==> config.mk <==
export PLATFORM = sky130hd
export DESIGN_NAME = ascii_frame_xor_check_receiver_flat
export DESIGN_NICKNAME = d
export VERILOG_FILES = /design/src/design/afx_pkg.sv /design/src/design/afx_in_if.sv /design/src/design/afx_out_if.sv /design/src/design/ascii_frame_xor_check_receiver.sv /design/src/design/afx_parse.sv /design/src/design/afx_outreg.sv /design/src/flat_wrapper.sv
export SDC_FILE = /design/constraint.sdc
export NUM_CORES = 1
export LEC_CHECK = 0
export ABC_AREA = 1
export ABC_CLOCK_PERIOD_IN_PS = 7100
export BUFFER_PORTS_ARGS = -buffer_cell sky130_fd_sc_hd__buf_2
export CORE_ASPECT_RATIO = 0.8
export CORE_MARGIN = 2
export CORE_UTILIZATION = 50
export DETAILED_ROUTE_END_ITERATION = 8
export PLACE_DENSITY = 0.81
export SYNTH_ARGS = -nofsm -noshare
export SYNTH_HDL_FRONTEND = slang
export SYNTH_HIERARCHICAL = 1
export SYNTH_SLANG_ARGS = --single-unit
==> constraint.sdc <==
create_clock -name clk -period 7.1 [get_ports clk]
set_input_delay 0.71 -clock clk [delete_from_list [all_inputs] [get_ports clk]]
set_output_delay 0.71 -clock clk [all_outputs]
set_load 0.1 [all_outputs]
==> src/design/afx_pkg.sv <==
// shared constants, types and helper functions for the framed xor-check receiver
`default_nettype none

package afx_pkg;

    // frame geometry
    localparam int MAX_FRAME_BYTES = 25;
    localparam int VALUE_OFFSET    = 4;
    localparam int LEN_W           = $clog2(MAX_FRAME_BYTES + 1);

    typedef logic [7:0] byte_t;
    typedef logic [LEN_W-1:0] len_t;

    // character codes
    localparam byte_t CH_OPEN  = 8'h3C;
    localparam byte_t CH_CLOSE = 8'h3E;
    localparam byte_t CH_COLON = 8'h3A;
    localparam byte_t CH_PLUS  = 8'h2B;
    localparam byte_t CH_MINUS = 8'h2D;
    localparam byte_t CH_ZERO  = 8'h30;
    localparam byte_t CH_NINE  = 8'h39;
    localparam byte_t CH_SPACE = 8'h20;
    localparam byte_t CH_TAB   = 8'h09;
    localparam byte_t CH_CR    = 8'h0D;
    localparam byte_t CH_HEX_A = 8'h41;

    // decimal magnitude limits
    localparam logic [31:0] MAG_LIMIT = 32'h8000_0000;
    localparam logic [31:0] VALUE_MAX = 32'h7FFF_FFFF;

    typedef enum logic [1:0] {
        PH_SKIP,
        PH_DIGITS,
        PH_DONE
    } parse_phase_t;

    typedef struct packed {
        logic  clear;
        logic  feed;
        byte_t ch;
    } parse_ctrl_t;

    typedef struct packed {
        logic        neg;
        logic [31:0] mag;
    } parse_snap_t;

    typedef struct packed {
        logic        frame_good;
        logic        frame_bad;
        logic [31:0] value;
        logic [31:0] good_count;
        logic [31:0] bad_count;
    } result_t;

    // upper-case hex digit for one nibble
    function automatic byte_t hex_char(input logic [3:0] nib);
        byte_t c;
        if (nib < 4'd10)
        begin
            c = CH_ZERO + {4'b0000, nib};
        end
        else
        begin
            c = CH_HEX_A + {4'b0000, nib - 4'd10};
        end
        return c;
    endfunction

    // space, tab, lf, vt, ff, cr
    function automatic logic is_blank(input byte_t c);
        return (c == CH_SPACE) || ((c >= CH_TAB) && (c <= CH_CR));
    endfunction

    function automatic logic is_digit(input byte_t c);
        return (c >= CH_ZERO) && (c <= CH_NINE);
    endfunction

    // signed 32-bit value from sign and saturated magnitude
    function automatic logic [31:0] snap_value(input parse_snap_t s);
        logic [31:0] v;
        if (s.neg)
        begin
            v = 32'd0 - s.mag;
        end
        else if (s.mag > VALUE_MAX)
        begin
            v = VALUE_MAX;
        end
        else
        begin
            v = s.mag;
        end
        return v;
    endfunction

endpackage

`default_nettype wire

==> src/design/afx_in_if.sv <==
// input byte channel
`default_nettype none

interface afx_in_if;
    logic          valid;
    logic          ready;
    afx_pkg::byte_t rx_byte;

    modport source (output valid, output rx_byte, input ready);
    modport sink   (input valid, input rx_byte, output ready);
endinterface

`default_nettype wire

==> src/design/afx_out_if.sv <==
// result channel
`default_nettype none

interface afx_out_if;
    logic               valid;
    logic               ready;
    logic               frame_good;
    logic               frame_bad;
    logic signed [31:0] value;
    logic        [31:0] good_count;
    logic        [31:0] bad_count;

    modport source (output valid, output frame_good, output frame_bad, output value,
                    output good_count, output bad_count, input ready);
    modport sink   (input valid, input frame_good, input frame_bad, input value,
                    input good_count, input bad_count, output ready);
endinterface

`default_nettype wire

==> src/design/ascii_frame_xor_check_receiver.sv <==
// top level of the framed xor-check receiver
//
// Usage: one received byte per item on rx; one result item per accepted byte
// on result. '<' opens a frame, '>' closes it and checks the hex xor checksum
// that follows the last ':'. frame_good asks the host to send an ACK;
// frame_bad marks a bad close or an overrun of the 25-byte buffer.
// value, good_count and bad_count are the values after the byte.
// The result for a byte is registered in the output buffer before it is presented.
// Throughput: one byte per cycle unless stalled; checksum, colon snapshot and
// decimal parse are carried along byte by byte, so a close needs no extra pass.
// Stalls: a two-entry output buffer lets one more byte in while a result is
// held; rx.ready drops only when both entries are full, and recovers the cycle
// after result.ready returns.
// Reset: asynchronous, active low; empties the frame, clears both counts and
// the value, and empties the output buffer. No clearing pass is needed.
`default_nettype none

module ascii_frame_xor_check_receiver (
    input  wire        clk,
    input  wire        rst_n,
    afx_in_if.sink     rx,
    afx_out_if.source  result
);

    logic                 acc;
    logic                 buf_ready;
    afx_pkg::byte_t       ch;

    afx_pkg::len_t        len_reg, len_next;
    afx_pkg::byte_t       xor_all_reg, xor_all_next;
    logic                 found_reg, found_next;
    logic [1:0]           tail_len_reg, tail_len_next;
    logic [31:0]          good_cnt_reg, good_cnt_next;
    logic [31:0]          bad_cnt_reg, bad_cnt_next;
    logic [31:0]          value_reg, value_next;

    afx_pkg::byte_t       sep_xor_reg, sep_xor_next;
    afx_pkg::byte_t       tail0_reg, tail0_next;
    afx_pkg::byte_t       tail1_reg, tail1_next;
    afx_pkg::parse_snap_t snap_reg, snap_next;

    afx_pkg::parse_snap_t parse_now;
    afx_pkg::parse_ctrl_t pctrl;
    afx_pkg::result_t     res;

    logic                 is_open;
    logic                 is_close;
    logic                 has_room;
    logic                 append;
    logic                 good_now;
    logic                 bad_now;
    logic                 sum_short;
    afx_pkg::byte_t       exp0;
    afx_pkg::byte_t       exp1;
    logic                 sum_match;

    assign acc      = rx.valid && buf_ready;
    assign rx.ready = buf_ready;
    assign ch       = rx.rx_byte;

    // byte classes
    assign is_open  = (ch == afx_pkg::CH_OPEN);
    assign is_close = (ch == afx_pkg::CH_CLOSE);
    assign has_room = (len_reg < afx_pkg::len_t'(afx_pkg::MAX_FRAME_BYTES));
    assign append   = !is_open && !is_close && has_room;

    // expected checksum text and comparison with the text after the colon
    assign sum_short = (sep_xor_reg < 8'd16);
    assign exp0      = sum_short ? afx_pkg::hex_char(sep_xor_reg[3:0])
                                 : afx_pkg::hex_char(sep_xor_reg[7:4]);
    assign exp1      = afx_pkg::hex_char(sep_xor_reg[3:0]);
    assign sum_match = sum_short
                     ? ((tail_len_reg == 2'd1) && (tail0_reg == exp0))
                     : ((tail_len_reg == 2'd2) && (tail0_reg == exp0) && (tail1_reg == exp1));

    assign good_now = is_close && found_reg && sum_match;
    assign bad_now  = (is_close && !(found_reg && sum_match))
                    || (!is_open && !is_close && !has_room);

    // decimal parser control
    assign pctrl.clear = acc && !append;
    assign pctrl.feed  = acc && append && (int'(len_reg) >= afx_pkg::VALUE_OFFSET);
    assign pctrl.ch    = ch;

    afx_parse u_parse (
        .clk   (clk),
        .rst_n (rst_n),
        .ctrl  (pctrl),
        .snap  (parse_now)
    );

    // frame tracking next state
    always_comb
    begin
        len_next      = len_reg;
        xor_all_next  = xor_all_reg;
        found_next    = found_reg;
        tail_len_next = tail_len_reg;
        good_cnt_next = good_cnt_reg;
        bad_cnt_next  = bad_cnt_reg;
        value_next    = value_reg;
        sep_xor_next  = sep_xor_reg;
        tail0_next    = tail0_reg;
        tail1_next    = tail1_reg;
        snap_next     = snap_reg;
        if (acc)
        begin
            if (append)
            begin
                len_next     = len_reg + afx_pkg::len_t'(1);
                xor_all_next = xor_all_reg ^ ch;
                if (ch == afx_pkg::CH_COLON)
                begin
                    found_next    = 1'b1;
                    sep_xor_next  = xor_all_reg;
                    tail_len_next = 2'd0;
                    snap_next     = parse_now;
                end
                else if (found_reg)
                begin
                    if (tail_len_reg == 2'd0)
                    begin
                        tail0_next = ch;
                    end
                    if (tail_len_reg == 2'd1)
                    begin
                        tail1_next = ch;
                    end
                    if (tail_len_reg != 2'd3)
                    begin
                        tail_len_next = tail_len_reg + 2'd1;
                    end
                end
            end
            else
            begin
                // open, close or overrun: empty the frame
                len_next      = '0;
                xor_all_next  = 8'd0;
                found_next    = 1'b0;
                tail_len_next = 2'd0;
            end
            if (good_now)
            begin
                good_cnt_next = good_cnt_reg + 32'd1;
                value_next    = afx_pkg::snap_value(snap_reg);
            end
            if (bad_now)
            begin
                bad_cnt_next = bad_cnt_reg + 32'd1;
            end
        end
    end

    // control state
    always_ff @(posedge clk or negedge rst_n)
    begin
        if (!rst_n)
        begin
            len_reg      <= '0;
            xor_all_reg  <= 8'd0;
            found_reg    <= 1'b0;
            tail_len_reg <= 2'd0;
            good_cnt_reg <= 32'd0;
            bad_cnt_reg  <= 32'd0;
            value_reg    <= 32'd0;
        end
        else
        begin
            len_reg      <= len_next;
            xor_all_reg  <= xor_all_next;
            found_reg    <= found_next;
            tail_len_reg <= tail_len_next;
            good_cnt_reg <= good_cnt_next;
            bad_cnt_reg  <= bad_cnt_next;
            value_reg    <= value_next;
        end
    end

    // colon snapshot and checksum text, only read once a colon is seen
    always_ff @(posedge clk)
    begin
        sep_xor_reg <= sep_xor_next;
        tail0_reg   <= tail0_next;
        tail1_reg   <= tail1_next;
        snap_reg    <= snap_next;
    end

    // result item for this byte
    assign res.frame_good = good_now;
    assign res.frame_bad  = bad_now;
    assign res.value      = value_next;
    assign res.good_count = good_cnt_next;
    assign res.bad_count  = bad_cnt_next;

    afx_outreg u_outreg (
        .clk    (clk),
        .rst_n  (rst_n),
        .load   (acc),
        .data   (res),
        .ready  (buf_ready),
        .result (result)
    );

    // the frame length stays within the buffer
    a_len_bound: assert property (@(posedge clk) disable iff (!rst_n)
        len_reg <= afx_pkg::len_t'(afx_pkg::MAX_FRAME_BYTES))
        else $error("frame length beyond buffer");

    // a close always leaves an empty frame with no colon
    a_close_empty: assert property (@(posedge clk) disable iff (!rst_n)
        acc && is_close |=> (len_reg == '0) && !found_reg && (xor_all_reg == 8'd0))
        else $error("frame not emptied on close");

    // on a good close the good count moves up by one and the bad count stays
    a_count_step: assert property (@(posedge clk) disable iff (!rst_n)
        acc && good_now |=> (good_cnt_reg == $past(good_cnt_reg) + 32'd1)
                            && (bad_cnt_reg == $past(bad_cnt_reg)))
        else $error("good frame not counted");

endmodule

`default_nettype wire

==> src/design/afx_parse.sv <==
// running atol-style decimal parser over the payload bytes of a frame
`default_nettype none

module afx_parse (
    input  wire                  clk,
    input  wire                  rst_n,
    input  afx_pkg::parse_ctrl_t ctrl,
    output afx_pkg::parse_snap_t snap
);

    afx_pkg::parse_phase_t phase_reg, phase_next;
    logic                  neg_reg, neg_next;
    logic [31:0]           mag_reg, mag_next;
    logic [35:0]           mag_ext;
    logic [35:0]           acc;
    logic [31:0]           acc_sat;

    // magnitude times ten plus the new digit, clipped at 2^31
    assign mag_ext = {4'b0000, mag_reg};
    assign acc     = (mag_ext << 3) + (mag_ext << 1) + {32'd0, ctrl.ch[3:0]};
    assign acc_sat = (acc > {4'b0000, afx_pkg::MAG_LIMIT}) ? afx_pkg::MAG_LIMIT : acc[31:0];

    assign snap.neg = neg_reg;
    assign snap.mag = mag_reg;

    // state register
    always_ff @(posedge clk or negedge rst_n)
    begin
        if (!rst_n)
        begin
            phase_reg <= afx_pkg::PH_SKIP;
            neg_reg   <= 1'b0;
            mag_reg   <= 32'd0;
        end
        else
        begin
            phase_reg <= phase_next;
            neg_reg   <= neg_next;
            mag_reg   <= mag_next;
        end
    end

    // next state
    always_comb
    begin
        phase_next = phase_reg;
        neg_next   = neg_reg;
        mag_next   = mag_reg;
        if (ctrl.clear)
        begin
            phase_next = afx_pkg::PH_SKIP;
            neg_next   = 1'b0;
            mag_next   = 32'd0;
        end
        else if (ctrl.feed)
        begin
            case (phase_reg)
                afx_pkg::PH_SKIP:
                begin
                    if (afx_pkg::is_blank(ctrl.ch))
                    begin
                        phase_next = afx_pkg::PH_SKIP;
                    end
                    else if (ctrl.ch == afx_pkg::CH_PLUS)
                    begin
                        phase_next = afx_pkg::PH_DIGITS;
                    end
                    else if (ctrl.ch == afx_pkg::CH_MINUS)
                    begin
                        phase_next = afx_pkg::PH_DIGITS;
                        neg_next   = 1'b1;
                    end
                    else if (afx_pkg::is_digit(ctrl.ch))
                    begin
                        phase_next = afx_pkg::PH_DIGITS;
                        mag_next   = acc_sat;
                    end
                    else
                    begin
                        phase_next = afx_pkg::PH_DONE;
                    end
                end
                afx_pkg::PH_DIGITS:
                begin
                    if (afx_pkg::is_digit(ctrl.ch))
                    begin
                        mag_next = acc_sat;
                    end
                    else
                    begin
                        phase_next = afx_pkg::PH_DONE;
                    end
                end
                afx_pkg::PH_DONE:
                begin
                    phase_next = afx_pkg::PH_DONE;
                end
                default:
                begin
                    phase_next = afx_pkg::PH_DONE;
                end
            endcase
        end
    end

    // magnitude never passes the clip point
    a_mag_limit: assert property (@(posedge clk) disable iff (!rst_n)
        mag_reg <= afx_pkg::MAG_LIMIT)
        else $error("parser magnitude above limit");

    // a clear always returns to the blank-skipping phase with nothing held
    a_clear: assert property (@(posedge clk) disable iff (!rst_n)
        ctrl.clear |=> (phase_reg == afx_pkg::PH_SKIP) && (mag_reg == 32'd0) && !neg_reg)
        else $error("parser not cleared");

    // once finished, the parse holds its result until cleared
    a_done_hold: assert property (@(posedge clk) disable iff (!rst_n)
        (phase_reg == afx_pkg::PH_DONE) && !ctrl.clear |=> $stable(mag_reg) && $stable(neg_reg))
        else $error("finished parse changed");

endmodule

`default_nettype wire

==> src/design/afx_outreg.sv <==
// two-entry result buffer: output register plus skid register
`default_nettype none

module afx_outreg (
    input  wire               clk,
    input  wire               rst_n,
    input  wire               load,
    input  afx_pkg::result_t  data,
    output logic              ready,
    afx_out_if.source         result
);

    logic             out_valid_reg;
    logic             skid_valid_reg;
    afx_pkg::result_t out_data_reg;
    afx_pkg::result_t skid_data_reg;
    logic             head_take;

    assign head_take = out_valid_reg && result.ready;
    assign ready     = !skid_valid_reg;

    assign result.valid      = out_valid_reg;
    assign result.frame_good = out_data_reg.frame_good;
    assign result.frame_bad  = out_data_reg.frame_bad;
    assign result.value      = out_data_reg.value;
    assign result.good_count = out_data_reg.good_count;
    assign result.bad_count  = out_data_reg.bad_count;

    // valid flags
    always_ff @(posedge clk or negedge rst_n)
    begin
        if (!rst_n)
        begin
            out_valid_reg  <= 1'b0;
            skid_valid_reg <= 1'b0;
        end
        else if (skid_valid_reg)
        begin
            if (head_take)
            begin
                skid_valid_reg <= 1'b0;
            end
        end
        else if (load)
        begin
            if (out_valid_reg && !head_take)
            begin
                skid_valid_reg <= 1'b1;
            end
            else
            begin
                out_valid_reg <= 1'b1;
            end
        end
        else if (head_take)
        begin
            out_valid_reg <= 1'b0;
        end
    end

    // payload
    always_ff @(posedge clk)
    begin
        if (skid_valid_reg)
        begin
            if (head_take)
            begin
                out_data_reg <= skid_data_reg;
            end
        end
        else if (load)
        begin
            if (out_valid_reg && !head_take)
            begin
                skid_data_reg <= data;
            end
            else
            begin
                out_data_reg <= data;
            end
        end
    end

    // the skid entry is only used behind a held output
    a_skid_behind: assert property (@(posedge clk) disable iff (!rst_n)
        skid_valid_reg |-> out_valid_reg)
        else $error("skid item without output item");

    // a waiting skid item moves up when the output item is taken
    a_skid_move: assert property (@(posedge clk) disable iff (!rst_n)
        skid_valid_reg && result.ready |=> out_valid_reg && (out_data_reg == $past(skid_data_reg)))
        else $error("skid item lost");

    // a loaded item with an empty buffer shows up at the output
    a_load_show: assert property (@(posedge clk) disable iff (!rst_n)
        load && !out_valid_reg |=> out_valid_reg && (out_data_reg == $past(data)))
        else $error("loaded item not presented");

endmodule

`default_nettype wire

==> src/flat_wrapper.sv <==
// flat-port wrapper written by rule: the top's interface ports become plain ports
module ascii_frame_xor_check_receiver_flat 
  (clk, rst_n, rx_valid, rx_rx_byte, rx_ready, result_valid, result_frame_good, result_frame_bad, result_value, result_good_count, result_bad_count, result_ready);
  afx_in_if rx_i ();
  afx_out_if result_i ();
  input  wire clk;
  input  wire rst_n;
  input wire logic [$bits(rx_i.valid)-1:0] rx_valid;
  input wire logic [$bits(rx_i.rx_byte)-1:0] rx_rx_byte;
  output wire logic [$bits(rx_i.ready)-1:0] rx_ready;
  output wire logic [$bits(result_i.valid)-1:0] result_valid;
  output wire logic [$bits(result_i.frame_good)-1:0] result_frame_good;
  output wire logic [$bits(result_i.frame_bad)-1:0] result_frame_bad;
  output wire logic [$bits(result_i.value)-1:0] result_value;
  output wire logic [$bits(result_i.good_count)-1:0] result_good_count;
  output wire logic [$bits(result_i.bad_count)-1:0] result_bad_count;
  input wire logic [$bits(result_i.ready)-1:0] result_ready;
  assign rx_i.valid = rx_valid;
  assign rx_i.rx_byte = rx_rx_byte;
  assign rx_ready = rx_i.ready;
  assign result_valid = result_i.valid;
  assign result_frame_good = result_i.frame_good;
  assign result_frame_bad = result_i.frame_bad;
  assign result_value = result_i.value;
  assign result_good_count = result_i.good_count;
  assign result_bad_count = result_i.bad_count;
  assign result_i.ready = result_ready;
  ascii_frame_xor_check_receiver u_core (.clk(clk), .rst_n(rst_n), .rx(rx_i), .result(result_i));
endmodule
* After elaboration in Yosys (flattened, before gate mapping)
Index checks and enable logic that the tools add are counted.
Storage, ports and cells: memories 0, input bits 12, latch bits 0, ROM bits 0, bits in registers 402, RAM bits 0
Cells by class: equal/unequal tests 24, bitwise operators 3, $lt $le $gt $ge 11, $mul 0, add/subtract/negate cells 13, reduce and logical (&&, ||, !) cells 46, div/mod/pow operators 0, mux-type cells 53, shift operators 0
Operator list (count):
- 32-bit 2-to-1 mux | 15
- 98-bit 2-to-1 mux | 4
- 32-bit by 1-bit adder with 32-bit output (second input constant) | 2
- 32-bit case mux with 2 select lines | 1
- 8-bit by 6-bit equality test with 1-bit output (second input constant) | 6
- 35-bit by 33-bit adder with 36-bit output | 1
- 36-bit by 4-bit adder with 36-bit output | 1
- 36-bit by 32-bit > comparator with 1-bit output (second input constant) | 1
- 32-bit by 31-bit > comparator with 1-bit output (second input constant) | 1
- 8-bit 2-to-1 mux | 4
- 1-bit by 32-bit subtractor with 32-bit output (first input constant) | 1
- 2-bit 2-to-1 mux | 11
- 5-bit AND reduction | 4
- 1-bit logical AND | 18
- 7-bit by 4-bit adder with 8-bit output (first input constant) | 2
- 8-bit equality test | 2
- 1-bit 2-to-1 mux | 16
- 3-bit by 2-bit inequality test with 1-bit output (second input constant) | 5
- 3-bit AND reduction | 5
- 6-bit by 4-bit adder with 7-bit output (first input constant) | 2
- 2-bit nonzero test | 5
- 8-bit by 4-bit greater-or-equal comparator with 1-bit output (second input constant) | 1
- 8-bit by 6-bit greater-or-equal comparator with 1-bit output (second input constant) | 1
- 8-bit by 4-bit <= comparator with 1-bit output (second input constant) | 1
- other kinds (22) | 40

* Logic depth before layout (Yosys ltp)
depth in word-level cells 17, gate-level depth with buffers 23, depth with buffers taken out 22

* Cells and area by module
Netlist, hierarchy kept.
Modules (own cells, without submodules):
- ascii_frame_xor_check_receiver | instances 1, cells an instance 1208, area an instance 9394.0 um^2, sequential area each 4514.3 um^2
- afx_outreg | instances 1, cells an instance 529, area an instance 7221.9 um^2, sequential area each 5935.7 um^2
- afx_parse | instances 1, cells an instance 811, area an instance 4732.0 um^2, sequential area each 875.8 um^2

* Worst setup path before layout
No wires, ideal clock.
path type reg2reg, start reg u_core.u_outreg.skid_valid_reg, end reg u_core.u_outreg.out_data_reg, in the netlist u_core/u_outreg/result.bad_count[0], enable pin, arrival 6.887 ns, buffers on the path 3, slack -0.374 ns, stages on the path, launching flop included 9, clock period less this slack 7.474 ns, library setup time 0.587 ns, cells stage by stage dfrtp_1 > inv_2 > buf_2 > nand2_1 > inv_1 > clkbuf_1 > buf_1 > nand2_1 > a21oi_1
Between the ends: longest elaborated chain between the ends 4
Ends and longest elaborated chain:
- from (decl) | RTL line afx_outreg.sv:14 | logic skid_valid_reg;
- from (signal assigned) | RTL line afx_outreg.sv:35 | skid_valid_reg <= 1'b0;
- from (signal assigned) | RTL line afx_outreg.sv:41 | skid_valid_reg <= 1'b0;
- from (signal assigned) | RTL line afx_outreg.sv:48 | skid_valid_reg <= 1'b1;
- 1-bit logical NOT | RTL line afx_outreg.sv:20 | assign ready = !skid_valid_reg;
- named net rx_ready | RTL line flat_wrapper.sv:10 | output wire logic [$bits(rx_i.ready)-1:0] rx_ready;
- 1-bit logical AND | RTL line ascii_frame_xor_check_receiver.sv:57 | assign acc = rx.valid && buf_ready;
- named net u_core.acc | RTL line ascii_frame_xor_check_receiver.sv:25 | logic acc;
- 2-bit nonzero test (no line)
- 3-bit AND reduction (no line)
- to (signal assigned) | RTL line afx_outreg.sv:68 | out_data_reg <= skid_data_reg;
- to (signal assigned) | RTL line afx_outreg.sv:79 | out_data_reg <= data;
- to (decl) | RTL line afx_outreg.sv:15 | afx_pkg::result_t out_data_reg;
The timed path passes the listed nets, and every way through them passes these cells. A chain may end at the register's enable or synchronous reset.

==> metrics list <==
- Number of H-tree branching levels: 2
* Crit-path max cell delay: around 0.67 ns
- Static leakage: 0.0113 uW
- R2R Setup Slk: 2.95 ns
- After detailed routing, the number of remaining DRC violations is 0.
- TritonCTS clock tree: built
- Critical-path maximum fanout: 44
- After detailed routing, the average wire length per cell comes to about 17 um.
- The slowest stage of the critical path is the sky130_fd_sc_hd__inv_1 cell.
- Of the synthesized area, sequential elements account for 53.1%.
* Critical path type: register to register
* Final std cells w/o fill: 3233
- Post-synth top area share: 35.6%
- Static timing analysis puts the maximum clock frequency at 0.241 GHz.
* Ant. Diodes: 0
- DR vias: 17600
- Summed over all layers, the global routing overflow is 0.
* Crit path time final: a little over 4 ns
- At the pin with the least slew margin, the transition time is 1.19 ns.
* Total I/O pin count: 112
- Core Region: 0.0420 mm2
- After clock tree synthesis, the clock-pin slew on the worst setup and hold paths is 0.06 ns.
- The worst register-to-register path has a depth of 13.
- Reg-to-reg critical path startpoint: u_core/u_outreg/skid_valid_reg
- Among all cell types in the netlist, the one instantiated most often is sky130_fd_sc_hd__nand2_1.
- At the end of routability-driven placement, the weighted congestion stood at around 0.96.
- Number of flip-flops and latches in the synthesized netlist: 402
* Kind of start point of the critical path: register
* Fraction of layout cells with a size suffix above 1: 8.54%
* Slew headroom: 20.7%
- Total of hold buffers inserted after clock tree synthesis: 0
- The first global-routing pass estimated 87200 um of wire.
- The number of different library cells used by synthesis comes to 48.
- The final layout contains 2746 nets.
- Summed over all nets, the half-perimeter wirelength after detailed placement is 38700 um.
* Number of antenna violations at the first check in global routing: 0
- The synthesized design contains 253 enable-type register cells.
- DRT Pass-1 Iters: 6
- The worst register-to-register path ends at u_core/u_parse/mag_reg[23].
- With fillers left out, the area of the finished cells amounts to ~0.024 mm2.
- Hold timing on the final database bottoms out at a slack of 0.269 ns.
- The mapped netlist covers 0.0213 mm2.
- At the later pin of the worst-skew pair, clock insertion delay measures 0.54 ns.
- CP Capture Type: register
- The floorplan has 67 rows.
- Top FF cell, synth: sky130_fd_sc_hd__edfxtp_1
- STA puts the critical path data required time at 7.56 ns.
- Horiz. Die Dim: approximately 240 um
- Post-CTS timing repair inserted 0 buffers for setup.
- Synthesis produced 2548 cells.
- The detail route stage leaves a number of antenna-violating nets equal to 0.
- Global routing used 24.1% of the available tracks.
- Hold Vio Cnt, Final: 0
* Final slew viol count: 0
- Initial Utilization: 50.8%
- Via density: between 5 and 6
* Result of the run: complete, no violations
* CTS Buffer Depth: 3
* Synth warn: 6
* DR iter-0 viols: 1680
- Die span in y: approximately 190 um
- When the netlist entered floorplanning its net count stood at 2642.
- Areal power density over the cells: approximately 330 mW/mm2
- Compared with the post-synthesis result, the final layout area differs by 10.9%.
- Maximum vdd drop: 0.411 mV
- Top post-synthesis cells by count: sky130_fd_sc_hd__nand2_1 (936), sky130_fd_sc_hd__inv_1 (327), sky130_fd_sc_hd__edfxtp_1 (253), sky130_fd_sc_hd__nor2_1 (181), sky130_fd_sc_hd__nand3_1 (174)
- The root buffer cell chosen for the clock tree is sky130_fd_sc_hd__clkbuf_16.
- Gates resized during post-CTS repair numbered 0.
- CTS buffer count: 37
* Overall routed net length: 53800 um
- Clock skew on the completed layout was measured at 0.0158 ns.
- Via count of the first global-routing pass: 17000
* Worst hold-check path type: input pin to async pin
* Setup repair after global routing missed its margin: false
* Total placed instance area: 0.0224 mm2
- Post-synthesis average cell area: 8.38 um2
* Critical path arrival: approximately 4.6 ns
* Final worst path period share: 58.4%
- In the synthesized netlist the async set-or-reset flop fraction comes to 37.1%.
* Final total negative setup slack: 0 ns
- Count of port buffers added during placement: 111
* Die ar.: 0.0444 mm2
- Maximum number of pins on one net before global-route repair: 100
* Count of placed standard cells including taps: 3165
* Max_cap viols: 0
- Leading cell types by total area after synthesis: sky130_fd_sc_hd__edfxtp_1 (36%), sky130_fd_sc_hd__dfrtp_1 (17%), sky130_fd_sc_hd__nand2_1 (16%)
- Tracing the worst setup path back leads to its startpoint at u_core/u_outreg/skid_valid_reg.
- The synthesized design spends more area on one cell type than any other, namely sky130_fd_sc_hd__edfxtp_1.
- The register with the most flip-flops in the layout has 98 of them.
- Final setup violation count: 0
- Cell breakdown of the critical path: inv_2, buf_4, nand2_1, buf_4, inv_1, nand2_1, a31oi_1, inv_1, nor3_1, inv_1, a21oi_1, nand3_1, nand2_1
* Clock sink count: 402
==> through the flow <==
stage / worst slack [ns] / power (uW) / utilization, %
after global placement: 2.93 / 5600 / 53.3
final: 2.95 / 7710 / 56.4
after CTS: 3.03 / 7750 / 56.4
after detailed placement: 2.72 / 5650 / 53.3
after floorplan: 1.61 / 5210 / -
after global routing: 2.58 / 8010 / 56.4
==> how the worst max path moves through the flow <==
stage | endpoint | slack (ns) | cells past startpoint
after CTS | u_core/u_parse/mag_reg[23] | 3.03 | 13
after global placement | u_core/u_parse/mag_reg[4] | 2.93 | 18
after floorplan | u_core/u_outreg/result.bad_count[0] | 1.61 | 8
final | u_core/u_parse/mag_reg[23] | 2.95 | 13
after global routing | u_core/u_parse/mag_reg[15] | 2.58 | 13
after detailed placement | u_core/u_parse/mag_reg[29] | 2.72 | 18
==> final cells by class <==
type	count	area (um2)
clock inverters	21	214
repair buffers	123	652
inverters	340	1280
flip-flops and latches	402	11300
clock buffers	47	1070
multi-input cells	1748	8450
fillers	3569	18300
well taps	552	691
==> cell usage in the layout (no fill, tap or decap), drive strengths merged, types with 71 or more instances in the layout <==
master and count:
nand3 176, nand2 939, nor2 191, dfrtp 149, buf 123, edfxtp 253, inv 341, ha 80
a21oi 71, o21ai 72
==> routing by layer <==
| metal | share of wire [%] | vias to the layer above | global-route usage [%] |
|---|---|---|---|
| met1 | 46 | 8250 | 34.3 |
| met2 | 45 | 739 | 38.6 |
| met5 | 0 | - | 0 |
| met3 | 7.2 | 102 | 4.18 |
| met4 | 2.2 | 0 | 5.89 |
| li1 | - | 8464 | - |
==> worst max-delay path, delay by kind of cell, from the launching register on <==
kind,cells,cell delay (ns)
AO/OA/AOI/OAI,2,0.80
flip-flops,1,0.50
AND/OR/NAND/NOR,5,1.08
buffers and inverters,6,1.63
==> kinds of logic (layout without fill, tap and decap cells) <==
logic type,Yosys count,after routing,share of synthesized area (%)
adders and majority gates,82,82,4.88
and+or+nand+nor,1465,1465,29.0
muxes,1,1,0.0469
buffers and inverters,398,531,7.48
xor gates and xnor gates,33,33,1.35
DFF,402,402,53.1
AOI/OAI and AO/OA,167,167,4.19
==> power breakdown <==
group | internal, uW | switching (uW)
Clock | 1220 | 880
Combinational | 351 | 2190
Sequential | 2940 | 130
Total | 4510 | 3200
(Power assumes the default switching activity.)
